==> src/rtl/i2cras_pkg.sv <==
// ============================================================================
// I2C register access sequencer - shared definitions
// Payload structs, configuration, store request and command/status codes.
// ============================================================================
package i2cras_pkg;

  localparam int STORE_DEPTH      = 256;
  localparam int STORE_AW         = (STORE_DEPTH > 1) ? $clog2(STORE_DEPTH) : 1;
  localparam int START_WAIT_LIMIT = 1000;

  localparam logic [8:0] STORE_DEPTH_W      = 9'(STORE_DEPTH);
  localparam logic [9:0] START_WAIT_LIMIT_W = 10'(START_WAIT_LIMIT);

  // commands
  localparam logic [1:0] CMD_POLL  = 2'd0;
  localparam logic [1:0] CMD_READ  = 2'd1;
  localparam logic [1:0] CMD_WRITE = 2'd2;
  localparam logic [1:0] CMD_LOAD  = 2'd3;

  // strobe codes
  localparam logic [1:0] ACK_KEEP    = 2'd0;
  localparam logic [1:0] ACK_ENABLE  = 2'd1;
  localparam logic [1:0] ACK_DISABLE = 2'd2;

  localparam logic [1:0] SCLR_NONE   = 2'd0;
  localparam logic [1:0] SCLR_ALL    = 2'd1;
  localparam logic [1:0] SCLR_ERRORS = 2'd2;

  localparam logic [1:0] DREAD_NONE    = 2'd0;
  localparam logic [1:0] DREAD_STORE   = 2'd1;
  localparam logic [1:0] DREAD_DISCARD = 2'd2;

  // configuration register indexes
  localparam logic [1:0] CFG_TRANSFER_TIMEOUT = 2'd0;
  localparam logic [1:0] CFG_RECOVERY_TIMEOUT = 2'd1;

  // controller status / control bits
  localparam int S1_SB_BIT    = 0;
  localparam int S1_BTF_BIT   = 2;
  localparam int S1_STOPF_BIT = 4;
  localparam int S1_RXNE_BIT  = 6;
  localparam int S1_TXE_BIT   = 7;
  localparam int S1_ARLO_BIT  = 9;
  localparam logic [15:0] S1_ERRORS = 16'h5F00;
  localparam int S2_MSL_BIT   = 0;
  localparam int S2_BUSY_BIT  = 1;
  localparam int C_STOP_BIT   = 9;
  localparam int C_ACK_BIT    = 10;

  // result codes, upper field of the error word
  localparam logic [8:0] CODE_BUSY     = 9'd16;
  localparam logic [8:0] CODE_NO_START = 9'd17;
  localparam logic [8:0] CODE_TIMEOUT  = 9'd18;
  localparam int         ERR_RESET_BIT = 24;

  typedef enum logic [7:0] {
    PH_IDLE      = 8'b0000_0001,
    PH_DEVADDR   = 8'b0000_0010,
    PH_RESTART   = 8'b0000_0100,
    PH_READ      = 8'b0000_1000,
    PH_WRITE     = 8'b0001_0000,
    PH_STOP      = 8'b0010_0000,
    PH_ERROR     = 8'b0100_0000,
    PH_STARTWAIT = 8'b1000_0000
  } phase_e;

  typedef struct packed {
    logic [1:0]  command;
    logic [7:0]  target_address;
    logic [7:0]  register_address;
    logic [7:0]  byte_count;
    logic [7:0]  load_index;
    logic [7:0]  load_value;
    logic [15:0] status_one;
    logic [15:0] status_two;
    logic [15:0] control_now;
    logic [31:0] time_now;
  } in_t;

  typedef struct packed {
    logic        data_write_valid;
    logic [7:0]  data_write_value;
    logic        request_start;
    logic        request_stop;
    logic [1:0]  ack_control;
    logic [1:0]  status_clear;
    logic        bus_reset;
    logic [1:0]  data_read;
    logic [7:0]  read_index;
    logic        done_res;
    logic [24:0] result_code;
  } out_t;

  typedef struct packed {
    logic [15:0] transfer_timeout;
    logic [15:0] recovery_timeout;
  } cfg_t;

  typedef struct packed {
    logic                we;
    logic [STORE_AW-1:0] waddr;
    logic [7:0]          wdata;
    logic [STORE_AW-1:0] raddr;
  } store_req_t;

  // numeric phase as reported in the error word
  function automatic logic [2:0] phase_code(phase_e ph);
    logic [2:0] c;
    case (ph)
      PH_DEVADDR:   c = 3'd1;
      PH_RESTART:   c = 3'd2;
      PH_READ:      c = 3'd3;
      PH_WRITE:     c = 3'd4;
      PH_STOP:      c = 3'd5;
      PH_ERROR:     c = 3'd6;
      PH_STARTWAIT: c = 3'd7;
      default:      c = 3'd0;
    endcase
    return c;
  endfunction

endpackage

==> src/rtl/i2c_register_access_sequencer.sv <==
// ============================================================================
// I2C register access sequencer - top level
// Input register, transaction engine, write store and result register.
// ============================================================================
//
//  channel | dir | handshake              | payload
//  --------+-----+------------------------+---------------------------
//  in      | in  | in_valid_i / in_ready_o | in_data_i  (in_t)
//  out     | out | out_valid_o/ out_ready_i| out_data_o (out_t)
//  cfg     | in  | cfg_we_i                | cfg_index_i, cfg_wdata_i
//
//  One transaction per clock sustained while out accepts; out_valid_o rises once
//  the accepted item has passed the input register, then the result register.
//  The store read port is prefetched at the next byte position, so it never
//  stalls the engine.
//  Back-pressure on out stalls the engine; in stays ready while the result
//  register drains in the same cycle.
//  Reset clears the phase and context; no clearing pass is needed.
//
module i2c_register_access_sequencer (
  input  logic                 clk_i,
  input  logic                 rst_ni,
  input  logic                 in_valid_i,
  output logic                 in_ready_o,
  input  i2cras_pkg::in_t      in_data_i,
  output logic                 out_valid_o,
  input  logic                 out_ready_i,
  output i2cras_pkg::out_t     out_data_o,
  input  logic                 cfg_we_i,
  input  logic [1:0]           cfg_index_i,
  input  logic [15:0]          cfg_wdata_i
);

  logic                   in_valid_q;
  i2cras_pkg::in_t        in_q;
  logic                   out_valid_q;
  i2cras_pkg::out_t       out_q;
  i2cras_pkg::cfg_t       cfg_q;
  i2cras_pkg::out_t       result;
  i2cras_pkg::store_req_t store_req;
  logic [7:0]             store_rdata;
  logic                   step_en;

  assign step_en    = in_valid_q && (!out_valid_q || out_ready_i);
  assign in_ready_o = !in_valid_q || step_en;

  always_ff @(posedge clk_i or negedge rst_ni) begin
    if (!rst_ni) begin
      in_valid_q  <= 1'b0;
      out_valid_q <= 1'b0;
    end else begin
      if (in_ready_o) begin
        in_valid_q <= in_valid_i;
      end
      if (step_en) begin
        out_valid_q <= 1'b1;
      end else if (out_ready_i) begin
        out_valid_q <= 1'b0;
      end
    end
  end

  always_ff @(posedge clk_i) begin
    if (in_valid_i && in_ready_o) begin
      in_q <= in_data_i;
    end
    if (step_en) begin
      out_q <= result;
    end
  end

  always_ff @(posedge clk_i or negedge rst_ni) begin
    if (!rst_ni) begin
      cfg_q.transfer_timeout <= 16'd20;
      cfg_q.recovery_timeout <= 16'd10;
    end else if (cfg_we_i) begin
      case (cfg_index_i)
        i2cras_pkg::CFG_TRANSFER_TIMEOUT: cfg_q.transfer_timeout <= cfg_wdata_i;
        i2cras_pkg::CFG_RECOVERY_TIMEOUT: cfg_q.recovery_timeout <= cfg_wdata_i;
        default: begin
        end
      endcase
    end
  end

  i2cras_store u_store (
    .clk_i   (clk_i),
    .req_i   (store_req),
    .rdata_o (store_rdata)
  );

  i2cras_core u_core (
    .clk_i         (clk_i),
    .rst_ni        (rst_ni),
    .step_en_i     (step_en),
    .item_i        (in_q),
    .cfg_i         (cfg_q),
    .store_rdata_i (store_rdata),
    .store_req_o   (store_req),
    .result_o      (result)
  );

  assign out_valid_o = out_valid_q;
  assign out_data_o  = out_q;

endmodule

==> src/rtl/i2cras_store.sv <==
// ============================================================================
// I2C register access sequencer - write byte store
// One write port, one registered read port, new data forwarded on a collision.
// ============================================================================
module i2cras_store (
  input  logic                     clk_i,
  input  i2cras_pkg::store_req_t   req_i,
  output logic [7:0]               rdata_o
);

  logic [7:0] mem_q [i2cras_pkg::STORE_DEPTH];
  logic [7:0] rdata_q;

  always_ff @(posedge clk_i) begin
    if (req_i.we) begin
      mem_q[req_i.waddr] <= req_i.wdata;
    end
    if (req_i.we && (req_i.waddr == req_i.raddr)) begin
      rdata_q <= req_i.wdata;
    end else begin
      rdata_q <= mem_q[req_i.raddr];
    end
  end

  assign rdata_o = rdata_q;

endmodule

==> src/rtl/i2cras_core.sv <==
// ============================================================================
// I2C register access sequencer - transaction engine
// Phase state and per-transaction context; one item decoded per step.
// ============================================================================
module i2cras_core (
  input  logic                     clk_i,
  input  logic                     rst_ni,
  input  logic                     step_en_i,
  input  i2cras_pkg::in_t          item_i,
  input  i2cras_pkg::cfg_t         cfg_i,
  input  logic [7:0]               store_rdata_i,
  output i2cras_pkg::store_req_t   store_req_o,
  output i2cras_pkg::out_t         result_o
);

  i2cras_pkg::phase_e phase_q, phase_d;
  logic [7:0]  dev_q, dev_d;
  logic [7:0]  reg_q, reg_d;
  logic [7:0]  rlen_q, rlen_d;
  logic [7:0]  wlen_q, wlen_d;
  logic [7:0]  pos_q, pos_d;
  logic [24:0] err_q, err_d;
  logic [31:0] tstart_q, tstart_d;
  logic [1:0]  drain_q, drain_d;
  logic [9:0]  wait_q, wait_d;

  i2cras_pkg::out_t res;
  logic        store_we;
  logic        busy, master, finished, pos_in_store, xfer_late, recov_late;
  logic [15:0] sr1, cr;
  logic [31:0] elapsed;

  assign sr1          = item_i.status_one;
  assign cr           = item_i.control_now;
  assign busy         = item_i.status_two[i2cras_pkg::S2_BUSY_BIT];
  assign master       = item_i.status_two[i2cras_pkg::S2_MSL_BIT];
  assign elapsed      = item_i.time_now - tstart_q;
  assign xfer_late    = elapsed > {16'b0, cfg_i.transfer_timeout};
  assign recov_late   = elapsed > {16'b0, cfg_i.recovery_timeout};
  assign pos_in_store = {1'b0, pos_q} < i2cras_pkg::STORE_DEPTH_W;

  always_comb begin
    phase_d  = phase_q;
    dev_d    = dev_q;
    reg_d    = reg_q;
    rlen_d   = rlen_q;
    wlen_d   = wlen_q;
    pos_d    = pos_q;
    err_d    = err_q;
    tstart_d = tstart_q;
    drain_d  = drain_q;
    wait_d   = wait_q;
    res      = '0;
    store_we = 1'b0;
    finished = 1'b0;

    case (item_i.command)
      i2cras_pkg::CMD_LOAD: begin
        store_we = {1'b0, item_i.load_index} < i2cras_pkg::STORE_DEPTH_W;
      end
      i2cras_pkg::CMD_READ, i2cras_pkg::CMD_WRITE: begin
        if (phase_q == i2cras_pkg::PH_IDLE) begin
          dev_d  = item_i.target_address;
          reg_d  = item_i.register_address;
          rlen_d = (item_i.command == i2cras_pkg::CMD_READ)  ? item_i.byte_count : 8'd0;
          wlen_d = (item_i.command == i2cras_pkg::CMD_WRITE) ? item_i.byte_count : 8'd0;
          pos_d  = 8'd0;
          err_d  = '0;
          if (busy) begin
            err_d    = {i2cras_pkg::CODE_BUSY, sr1};
            phase_d  = i2cras_pkg::PH_ERROR;
            drain_d  = 2'd0;
            tstart_d = item_i.time_now;
          end else begin
            res.status_clear  = i2cras_pkg::SCLR_ERRORS;
            res.ack_control   = i2cras_pkg::ACK_ENABLE;
            res.request_start = 1'b1;
            wait_d            = 10'd0;
            phase_d           = i2cras_pkg::PH_STARTWAIT;
          end
        end
      end
      default: begin
        case (phase_q)
          i2cras_pkg::PH_IDLE: begin
          end
          i2cras_pkg::PH_STARTWAIT: begin
            if (sr1[i2cras_pkg::S1_SB_BIT]) begin
              res.data_write_valid = 1'b1;
              res.data_write_value = {dev_q[7:1], 1'b0};
              tstart_d             = item_i.time_now;
              phase_d              = i2cras_pkg::PH_DEVADDR;
            end else begin
              wait_d = wait_q + 10'd1;
              if (wait_d >= i2cras_pkg::START_WAIT_LIMIT_W) begin
                err_d    = {i2cras_pkg::CODE_NO_START, sr1};
                phase_d  = i2cras_pkg::PH_ERROR;
                drain_d  = 2'd0;
                tstart_d = item_i.time_now;
              end
            end
          end
          i2cras_pkg::PH_ERROR: begin
            if (recov_late) begin
              err_d                                = err_q;
              err_d[i2cras_pkg::ERR_RESET_BIT]     = 1'b1;
              res.bus_reset                        = 1'b1;
              tstart_d                             = item_i.time_now;
            end else if (cr[i2cras_pkg::C_ACK_BIT]) begin
              res.ack_control = i2cras_pkg::ACK_DISABLE;
              drain_d = sr1[i2cras_pkg::S1_BTF_BIT] ? 2'd2 : 2'd1;
            end else if (busy && master && !sr1[i2cras_pkg::S1_STOPF_BIT] &&
                         !cr[i2cras_pkg::C_STOP_BIT] && (drain_q == 2'd0)) begin
              res.request_stop = 1'b1;
            end else if (sr1[i2cras_pkg::S1_RXNE_BIT]) begin
              res.data_read = i2cras_pkg::DREAD_DISCARD;
              if (drain_q != 2'd0) begin
                drain_d = drain_q - 2'd1;
              end
            end else if (!busy) begin
              res.status_clear = i2cras_pkg::SCLR_ALL;
              res.done_res     = 1'b1;
              res.result_code  = err_q;
              phase_d          = i2cras_pkg::PH_IDLE;
              dev_d            = 8'd0;
              reg_d            = 8'd0;
              rlen_d           = 8'd0;
              wlen_d           = 8'd0;
              pos_d            = 8'd0;
              err_d            = '0;
            end
          end
          default: begin
            if ((phase_q != i2cras_pkg::PH_STOP) && ((sr1 & i2cras_pkg::S1_ERRORS) != 16'd0))
            begin
              err_d = {6'd0, i2cras_pkg::phase_code(phase_q), sr1 & i2cras_pkg::S1_ERRORS};
              res.status_clear = i2cras_pkg::SCLR_ALL;
              if (!sr1[i2cras_pkg::S1_ARLO_BIT] && busy && master) begin
                res.request_stop = 1'b1;
              end
              phase_d  = i2cras_pkg::PH_STOP;
              finished = 1'b1;
            end else begin
              case (phase_q)
                i2cras_pkg::PH_STOP: begin
                  if (!busy) begin
                    res.done_res    = 1'b1;
                    res.result_code = err_q;
                    phase_d         = i2cras_pkg::PH_IDLE;
                    dev_d           = 8'd0;
                    reg_d           = 8'd0;
                    rlen_d          = 8'd0;
                    wlen_d          = 8'd0;
                    pos_d           = 8'd0;
                    err_d           = '0;
                    finished        = 1'b1;
                  end
                end
                i2cras_pkg::PH_DEVADDR: begin
                  if (sr1[i2cras_pkg::S1_TXE_BIT]) begin
                    res.data_write_valid = 1'b1;
                    res.data_write_value = reg_q;
                    if ((wlen_q == 8'd0) && (rlen_q != 8'd0)) begin
                      res.request_start = 1'b1;
                      phase_d           = i2cras_pkg::PH_RESTART;
                    end else begin
                      phase_d = i2cras_pkg::PH_WRITE;
                    end
                  end
                end
                i2cras_pkg::PH_RESTART: begin
                  if (sr1[i2cras_pkg::S1_SB_BIT]) begin
                    if (rlen_q == 8'd1) begin
                      res.ack_control = i2cras_pkg::ACK_DISABLE;
                    end
                    res.data_write_valid = 1'b1;
                    res.data_write_value = {dev_q[7:1], 1'b1};
                    phase_d              = i2cras_pkg::PH_READ;
                  end
                end
                i2cras_pkg::PH_READ: begin
                  if (sr1[i2cras_pkg::S1_RXNE_BIT]) begin
                    if (({1'b0, pos_q} + 9'd2) >= {1'b0, rlen_q}) begin
                      res.ack_control = i2cras_pkg::ACK_DISABLE;
                    end
                    res.data_read  = i2cras_pkg::DREAD_STORE;
                    res.read_index = pos_q;
                    pos_d          = pos_q + 8'd1;
                    if (pos_d >= rlen_q) begin
                      res.request_stop = 1'b1;
                      phase_d          = i2cras_pkg::PH_STOP;
                    end
                  end
                end
                i2cras_pkg::PH_WRITE: begin
                  if (sr1[i2cras_pkg::S1_TXE_BIT]) begin
                    if (pos_q >= wlen_q) begin
                      res.request_stop = 1'b1;
                      phase_d          = i2cras_pkg::PH_STOP;
                    end else begin
                      res.data_write_valid = 1'b1;
                      res.data_write_value = pos_in_store ? store_rdata_i : 8'd0;
                      pos_d                = pos_q + 8'd1;
                    end
                  end
                end
                default: begin
                end
              endcase
            end
            if (!finished && xfer_late) begin
              err_d    = {i2cras_pkg::CODE_TIMEOUT, sr1};
              phase_d  = i2cras_pkg::PH_ERROR;
              drain_d  = 2'd0;
              tstart_d = item_i.time_now;
            end
          end
        endcase
      end
    endcase
  end

  always_ff @(posedge clk_i or negedge rst_ni) begin
    if (!rst_ni) begin
      phase_q  <= i2cras_pkg::PH_IDLE;
      dev_q    <= '0;
      reg_q    <= '0;
      rlen_q   <= '0;
      wlen_q   <= '0;
      pos_q    <= '0;
      err_q    <= '0;
      tstart_q <= '0;
      drain_q  <= '0;
      wait_q   <= '0;
    end else if (step_en_i) begin
      phase_q  <= phase_d;
      dev_q    <= dev_d;
      reg_q    <= reg_d;
      rlen_q   <= rlen_d;
      wlen_q   <= wlen_d;
      pos_q    <= pos_d;
      err_q    <= err_d;
      tstart_q <= tstart_d;
      drain_q  <= drain_d;
      wait_q   <= wait_d;
    end
  end

  // store is read ahead, at the byte position of the next step
  assign store_req_o.we    = step_en_i && store_we;
  assign store_req_o.waddr = item_i.load_index[i2cras_pkg::STORE_AW-1:0];
  assign store_req_o.wdata = item_i.load_value;
  assign store_req_o.raddr = step_en_i ? pos_d[i2cras_pkg::STORE_AW-1:0]
                                       : pos_q[i2cras_pkg::STORE_AW-1:0];
  assign result_o = res;

  a_done_to_idle: assert property (@(posedge clk_i) disable iff (!rst_ni)
    step_en_i && res.done_res |=> phase_q == i2cras_pkg::PH_IDLE)
    else $error("done without return to idle");

  a_reset_flag: assert property (@(posedge clk_i) disable iff (!rst_ni)
    step_en_i && res.bus_reset |=>
      (phase_q == i2cras_pkg::PH_ERROR) && err_q[i2cras_pkg::ERR_RESET_BIT])
    else $error("bus reset without reset flag in error word");

  a_hold: assert property (@(posedge clk_i) disable iff (!rst_ni)
    !step_en_i |=> $stable(phase_q) && $stable(pos_q) && $stable(err_q))
    else $error("state moved without a step");

  a_write_advance: assert property (@(posedge clk_i) disable iff (!rst_ni)
    step_en_i && res.data_write_valid && (phase_q == i2cras_pkg::PH_WRITE) |=>
      pos_q == 8'($past(pos_q) + 8'd1))
    else $error("write byte sent without advancing position");

endmodule

==> config.mk <==
export PLATFORM = sky130hd
export DESIGN_NAME = i2c_register_access_sequencer
export DESIGN_NICKNAME = d
export VERILOG_FILES = /design/src/rtl/i2cras_pkg.sv /design/src/rtl/i2c_register_access_sequencer.sv /design/src/rtl/i2cras_store.sv /design/src/rtl/i2cras_core.sv
export SDC_FILE = /design/constraint.sdc
export NUM_CORES = 2
export LEC_CHECK = 0
export BUFFER_PORTS_ARGS = -buffer_cell sky130_fd_sc_hd__clkbuf_2
export CAP_MARGIN = 20
export CORE_ASPECT_RATIO = 0.6
export CORE_MARGIN = 5
export CORE_UTILIZATION = 60
export CTS_BUF_LIST = sky130_fd_sc_hd__clkbuf_2 sky130_fd_sc_hd__clkbuf_4 sky130_fd_sc_hd__clkbuf_8
export CTS_CLUSTER_SIZE = 28
export DETAILED_ROUTE_END_ITERATION = 10
export GPL_ROUTABILITY_DRIVEN = 0
export MAX_ROUTING_LAYER = met4
export PLACE_DENSITY = 0.74
export SYNTH_ARGS = -nofsm -noshare
export SYNTH_HDL_FRONTEND = slang
export SYNTH_SLANG_ARGS = --single-unit
==> constraint.sdc <==
create_clock -name clk_i -period 4.95 [get_ports clk_i]
set_input_delay 0.7425 -clock clk_i [delete_from_list [all_inputs] [get_ports clk_i]]
set_output_delay 0.7425 -clock clk_i [all_outputs]
set_load 0.05 [all_outputs]
=== Word-level counts from Yosys, hierarchy flattened ===
Memories as Yosys holds them, arrays and structs flattened. A register that Yosys moved wholly into a read port is not among the register bits.
Cells that the tools add are included.

* Flip-flop bits (word level): 306
* Memory bits (writable): 2048
* Input bits: 145
* Output and inout port bits: 54
* Memories kept: 1

* $add $sub $neg: 5
* Magnitude comparators: 6
* Equality and inequality tests: 41
* Multiplexer cells: 182
* Bitwise gates (word level): 4
* Reduce and logical (&&, ||, !) cells: 48

{| class="wikitable"
|+ Memories
! memory !! words !! bits a word !! rd ports !! clocked after memory_dff !! wr ports !! line !! RTL
|-
| u_store.mem_q || 256 || 8 || 1 || 1 || 1 || i2cras_store.sv:11 || <nowiki>logic [7:0] mem_q [i2cras_pkg::STORE_DEPTH];</nowiki>
|}

{| class="wikitable"
|+ Operator list
! operator !! number
|-
| $mux W8 || 62
|-
| $mux W25 || 11
|-
| $mux W32 || 6
|-
| $pmux W8 S2 || 11
|-
| $mux W26 || 6
|-
| $pmux W32 S3 || 1
|-
| $pmux W25 S3 || 1
|-
| $mux W10 || 7
|-
| $gt A32 B16 Y1 || 2
|-
| $pmux W32 S2 || 1
|-
| $pmux W26 S2 || 1
|-
| $pmux W25 S2 || 1
|-
| $pmux W8 S3 || 2
|-
| $mux W9 || 5
|-
| $mux W2 || 22
|-
| $pmux W8 S5 || 1
|-
| $mux W36 || 1
|-
| $sub A32 B32 Y32 || 1
|-
| $ne A7 B2 Y1 const B || 4
|-
| $pmux W9 S3 || 1
|-
| $mux W1 || 25
|-
| $mux W21 || 1
|-
| $pmux W10 S2 || 1
|-
| $reduce_and A10 Y1 || 2
|-
| other kinds (60) || 110
|}

=== Logic depth before layout (Yosys ltp) ===
* Depth after elaboration: 10
* Gate-level depth with buffers: 22
* Gate-level depth less buffers: 21

=== Modules after synthesis ===
A second synthesis with hierarchy kept.

* Cell total of the unflattened synthesis: 5197
* Area total of the unflattened synthesis: 95919.5 µm²

{| class="wikitable"
|+ Modules (own cells, without submodules)
! module !! instances !! cells each !! area an instance (µm²) !! seq. area each (µm²)
|-
| i2cras_store || 1 || 3706 || 79232.2 || 61659.1
|-
| i2cras_core || 1 || 1241 || 10156.0 || 2904.0
|-
| i2c_register_access_sequencer || 1 || 250 || 6531.3 || 6080.8
|}

=== Worst setup path after synthesis ===
No wires, ideal clock.

* Path type: reg2reg
* Start point: reg in_q[0] (netlist bit)
* End point: reg u_core.tstart_q[10]
* Arrival: 4.213 ns
* Setup slack: 0.612 ns
* Cell stages (with the launch flop): 22
* Cells stage by stage: edfxtp_1 -> inv_1 -> ha_1 -> fa_1 -> nand2b_1 -> a21oi_2 -> nor2_1 -> o21ai_0 -> xor2_1 -> ha_1 -> a21o_1 -> a21o_1 -> a211oi_1 -> o21ai_0 -> o211ai_1 -> a21oi_1 -> o31ai_4 -> and2_1 -> buf_4 -> a311oi_4 -> buf_6 -> mux2_4

* Word-level cells in the longest chain between the ends: 5

{| class="wikitable"
|+ RTL lines
! what !! line !! RTL
|-
| start, declared || i2c_register_access_sequencer.sv:35 || <nowiki>i2cras_pkg::in_t in_q;</nowiki>
|-
| start signal, assigned || i2c_register_access_sequencer.sv:65 || <nowiki>in_q <= in_data_i;</nowiki>
|-
| $sub A32 B32 Y32 * || i2cras_core.sv:37 || <nowiki>assign elapsed = item_i.time_now - tstart_q;</nowiki>
|-
| $gt A32 B16 Y1 || i2cras_core.sv:38 || <nowiki>assign xfer_late = elapsed > {16'b0, cfg_i.transfer_timeout};</nowiki>
|-
| $logic_and A1 B1 Y1 || i2cras_core.sv:211 || <nowiki>if (!finished && xfer_late) begin</nowiki>
|-
| $reduce_bool A4 Y1 (no source line) || - ||
|-
| $reduce_and A8 Y1 (no source line) * || - ||
|-
| end signal, assigned || i2cras_core.sv:243 || <nowiki>tstart_q <= tstart_d;</nowiki>
|-
| end, declared || i2cras_core.sv:23 || <nowiki>logic [31:0] tstart_q, tstart_d;</nowiki>
|}

Mark *: on every way between the ends. The rest lies on a longest branch, timed or not.
A chain may end at the register's enable or synchronous reset.

=== Worst setup path after layout ===
* Start point: reg in_q[8] (netlist bit)
* End point: reg u_core.err_q[8]

* Word-level cells in the longest chain between the ends: 6

{| class="wikitable"
|+ RTL lines
! what !! line !! RTL
|-
| $sub A32 B32 Y32 * || i2cras_core.sv:37 ||
|-
| $gt A32 B16 Y1 || i2cras_core.sv:38 ||
|-
| $logic_and A1 B1 Y1 || i2cras_core.sv:211 ||
|-
| $mux W25 || i2cras_core.sv:211 ||
|-
| $pmux W25 S3 || i2cras_core.sv:84 || <nowiki>case (phase_q)</nowiki>
|-
| $pmux W25 S2 || i2cras_core.sv:57 || <nowiki>case (item_i.command)</nowiki>
|-
| end signal, assigned || i2cras_core.sv:242 || <nowiki>err_q <= err_d;</nowiki>
|-
| end, declared || i2cras_core.sv:22 || <nowiki>logic [24:0] err_q, err_d;</nowiki>
|}

Marks and branches as above.

==> results.rst <==
.. list-table::
   :header-rows: 1

   * - Metric
     - Value
   * - Outcome
     - finished clean
   * - Detailed-routing iteration count for the pre-antenna-repair pass
     - 8
   * - Layout Nets
     - 5455
   * - Total clock buffers created by CTS
     - 330
   * - Clock sinks
     - 2350
   * - Final setup TNS
     - 0 ns
   * - Launching element type of the critical path
     - flip-flop
   * - Finish-stage setup viols
     - 0
   * - Routed vias/inst
     - 6.53
   * - Largest driver fanout on the critical path
     - 10
   * - Detailed Route WL
     - around 230 mm
   * - Peak supply drop
     - 0.000397 V
   * - Initial antenna violation count
     - 24
   * - CTS Buffer Depth
     - 4
   * - Share of total power in combinational logic
     - 0.114
   * - First-pass GRT wire length
     - 334 mm
   * - Syn Nets
     - 4972
   * - Max-cap violations
     - 0
   * - Cell taking the most area after synthesis
     - edfxtp_1
   * - Final Max Slew Viols
     - 0
   * - Internal Pwr Total
     - 31.4 mW
   * - Post-DP HPWL
     - 144 mm
   * - Utilization after layout
     - 0.678
   * - Most instantiated flip-flop cell in the synthesis netlist
     - edfxtp_1
   * - Critical path data required time
     - between 5 and 6 ns
   * - Clock group share of total power
     - 0.349
   * - Die Wd
     - 523 um
   * - Number of remaining DRC errors
     - 0
   * - Effective utilization at floorplan
     - 0.606
   * - Area growth, synth to finish
     - 11.9%
   * - Die outline area
     - roughly 170000 um^2
   * - Number of instances in the synthesized netlist
     - 4727
   * - Via count of the first global-routing pass
     - 48669
   * - First-iteration detailed-routing DRC count
     - just under 7000
   * - Portion of the clock cycle consumed by the worst path in the final layout
     - 0.970
   * - TritonCTS clock tree
     - built
   * - Areal power density over the cells
     - 396 nW/um^2
   * - Max Fclk
     - around 0.21 GHz
   * - Standard cell core area
     - 156000 um^2
   * - Async SR Flop Fraction
     - 0.0638
   * - Remaining antenna violation count after routing
     - 0
   * - Largest net degree at the start of global routing
     - 193
   * - Mean instance size in the synthesized netlist
     - 20.0 um^2
   * - Fraction of final layout cells with drive strength greater than 1
     - 0.287
   * - Netlist area before placement
     - 94700 um^2
   * - Number of enable flip-flop cells after synthesis
     - 2192
   * - Global-route total usage across every layer
     - 0.286
   * - Part of the Yosys area used for sequential elements
     - 0.736
   * - Unrepaired setup endpoints after global routing
     - no
   * - Wire per inst
     - around 30 um
   * - HP Class
     - in -> reg
   * - Synth top area share
     - 0.695
   * - Time the final worst path needs with I/O delays and setup
     - between 4 and 5 ns
   * - Worst Max-Slew Pin Slew
     - around 1.1 ns
   * - Total congestion overflow
     - 0
   * - Static Leak
     - 33.7 nW
   * - Count of standard-cell rows
     - 112
   * - Setup repair bufs after CTS
     - 0
   * - Net switching power
     - approximately 11 mW
   * - Port Buf Inserts
     - 169
   * - Y dimension of the die
     - 318 um
   * - Top-level port count
     - 199
   * - Hold violation total from the final report
     - 0
   * - Maximum clock skew at final layout
     - approximately 0.072 ns
   * - Synthesized flop and latch total
     - 2350
   * - Count of different cell masters after synthesis
     - 89
   * - Worst rel slew slack
     - 0.258
   * - Share of total power consumed by net switching
     - 0.251
   * - Root buffer selected by CTS
     - clkbuf_8
   * - Via total after detailed routing
     - 49493
   * - Latest clock arrival within the worst-skew pair
     - 0.95 ns
   * - CTS H-tree lvls
     - 5
   * - Crit Path Category
     - reg -> reg
   * - Number of synthesis warnings
     - 0
   * - Top cells by area, synth
     - edfxtp_1 69%, mux4_2 16%, dfrtp_1 3.8%
   * - Clock slew at the register clock pins of the worst setup and hold paths
     - around 0.070 ns
   * - Kind of end point of the critical path
     - flip-flop
   * - Share of total power in sequential cells
     - 0.537
   * - Arrival time reported for the critical path endpoint
     - 5.58 ns
## sequential cells by signal (all words and copies together) (netlist names), named ones only
name and count:
u_core.dev_q 7, in_q 93, u_core.tstart_q 32, cfg_q 32
u_core.rlen_q 8, u_core.reg_q 8, u_core.phase_q 8, u_core.wait_q 10
u_core.err_q 25, u_store.mem_q 2048, u_core.wlen_q 8, out_data_o 51
in_valid_q 1, u_core.pos_q 8, u_core.drain_q 2, out_valid_o 1
## per-layer routing
| layer | global-route usage | vias to the layer above | share of wire |
|---|---|---|---|
| met5 | - | - | 0 |
| met4 | 0.0642 | 0 | 0.020 |
| met3 | 0.116 | 325 | 0.15 |
| met2 | 0.369 | 3104 | 0.43 |
| met1 | 0.430 | 25680 | 0.41 |
| li1 | - | 20384 | - |
## synth_stat cells (29+ instances only)
master,instances
dfrtp_1,145
buf_1,57
nor3_1,31
inv_1,109
clkbuf_1,156
nand3_1,46
edfxtp_1,2192
o21ai_0,119
a21oi_1,71
nor2_1,333
ha_1,98
and2_1,43
mux4_2,672
mux2_4,29
nand2_1,194
## path summary, 6_finish.rpt
| kind | depth (start not counted) | end | slack [ns] | startpoint |
|---|---|---|---|---|
| worst min-delay path | 1 | in_q[64] | 0.06 | in_data_i[64] |
| max in group asynchronous | 3 | u_core.tstart_q[24] | 3.47 | rst_ni |
| worst max register to register | 18 | u_core.err_q[8] | 0.15 | in_q[8] |
| worst min register to register | 1 | u_core.err_q[13] | 0.48 | in_q[77] |
| worst max-delay path | 18 | u_core.err_q[8] | 0.15 | in_q[8] |
| min in group asynchronous | 2 | u_core.err_q[8] | 0.41 | rst_ni |
## stage by stage
stage	setup WS, ns	power [mW]	cell area [um^2]	hold slack (ns)	std cells
after floorplan	0.612	26.1	94700	0.437	4727
after global placement	0.228	27.3	98700	0.452	6893
after detailed placement	0.202	27.5	98700	0.465	6893
after CTS	0.160	42.0	106000	0.000598	7558
after global routing	0.0180	43.5	106000	0.00797	7575
final	0.148	41.9	106000	0.0642	7576
## what timing repair did
item | 4_1_cts | 5_1_grt
endpoints found under the hold margin | 146 | 0
resized for setup | 0 | 7
hold buffers | 90 | 0
endpoints found under the setup margin | 0 | 89
## cell type report
| type | count | area (um^2) |
|---|---|---|
| sequential | 2350 | 69800 |
| fill | 9777 | 50300 |
| multi-input combinational | 2027 | 23700 |
| clock buffer | 436 | 5410 |
| timing repair buffer | 392 | 3200 |
| tap | 2109 | 2640 |
| clock inverter | 139 | 818 |
| inverter | 109 | 409 |
| antenna | 14 | 35.0 |
## kinds of logic after synthesis
kind of cell | count (synthesis) | share of synthesized area
buf+inv | 350 | 0.0147
fa+ha+maj | 100 | 0.0134
flops | 2350 | 0.736
simple gates | 779 | 0.0377
compound gates | 381 | 0.0268
xor+xnor | 30 | 0.00277
mux | 737 | 0.168
## critical path: stages (launching register included)
cell and delay, ns:
edfxtp_1 0.43, ha_1 0.37, a21oi_1 0.25, o21ai_0 0.18, a221o_1 0.42, nor2_2 0.20
xnor2_1 0.27, ha_1 0.34, a21o_1 0.17, a21o_1 0.17, a21oi_1 0.12, o21ai_0 0.18
a2bb2oi_1 0.24, nand2b_1 0.18, o31a_1 0.32, nor3b_4 0.26, o211ai_2 0.14, buf_4 0.20
a22o_1 0.24
## power groups by stage
stage / clock network (mW) / registers [mW] / logic (mW)
after floorplan: 0 / 23.1 / 2.92
after global routing: 15.8 / 22.6 / 5.18
after CTS: 14.8 / 22.5 / 4.62
after detailed placement: 0 / 22.9 / 4.53
after global placement: 0 / 22.9 / 4.41
final: 14.6 / 22.5 / 4.79
## cell usage in the layout, fill, tap and decap left out, types with 10 or more instances in the layout
cell,synthesis,final
nor3_1,31,31
o21ai_0,119,119
nor2b_1,19,19
a22o_1,22,22
buf_4,4,97
dfrtp_1,145,145
mux2_4,29,29
and2_1,43,42
diode_2,0,14
mux4_2,672,672
nand4_1,20,20
o21a_1,22,22
buf_12,0,32
a21oi_1,71,70
xnor2_1,20,20
nor4_1,16,16
a31oi_1,10,10
clkinv_1,0,81
a21o_1,21,21
clkbuf_2,1,169
xor2_1,10,10
inv_1,109,108
nor2_1,333,332
and3_1,14,14
nand3_1,46,42
nand2b_1,11,11
edfxtp_1,2192,2192
a211oi_1,22,21
ha_1,98,98
clkbuf_4,0,94
mux2i_1,14,14
clkinv_2,0,32
clkbuf_8,0,342
mux2_2,21,21
o211ai_1,11,11
nand2_1,194,194
dlygate4sd3_1,0,90
(Power assumes the default switching activity.)
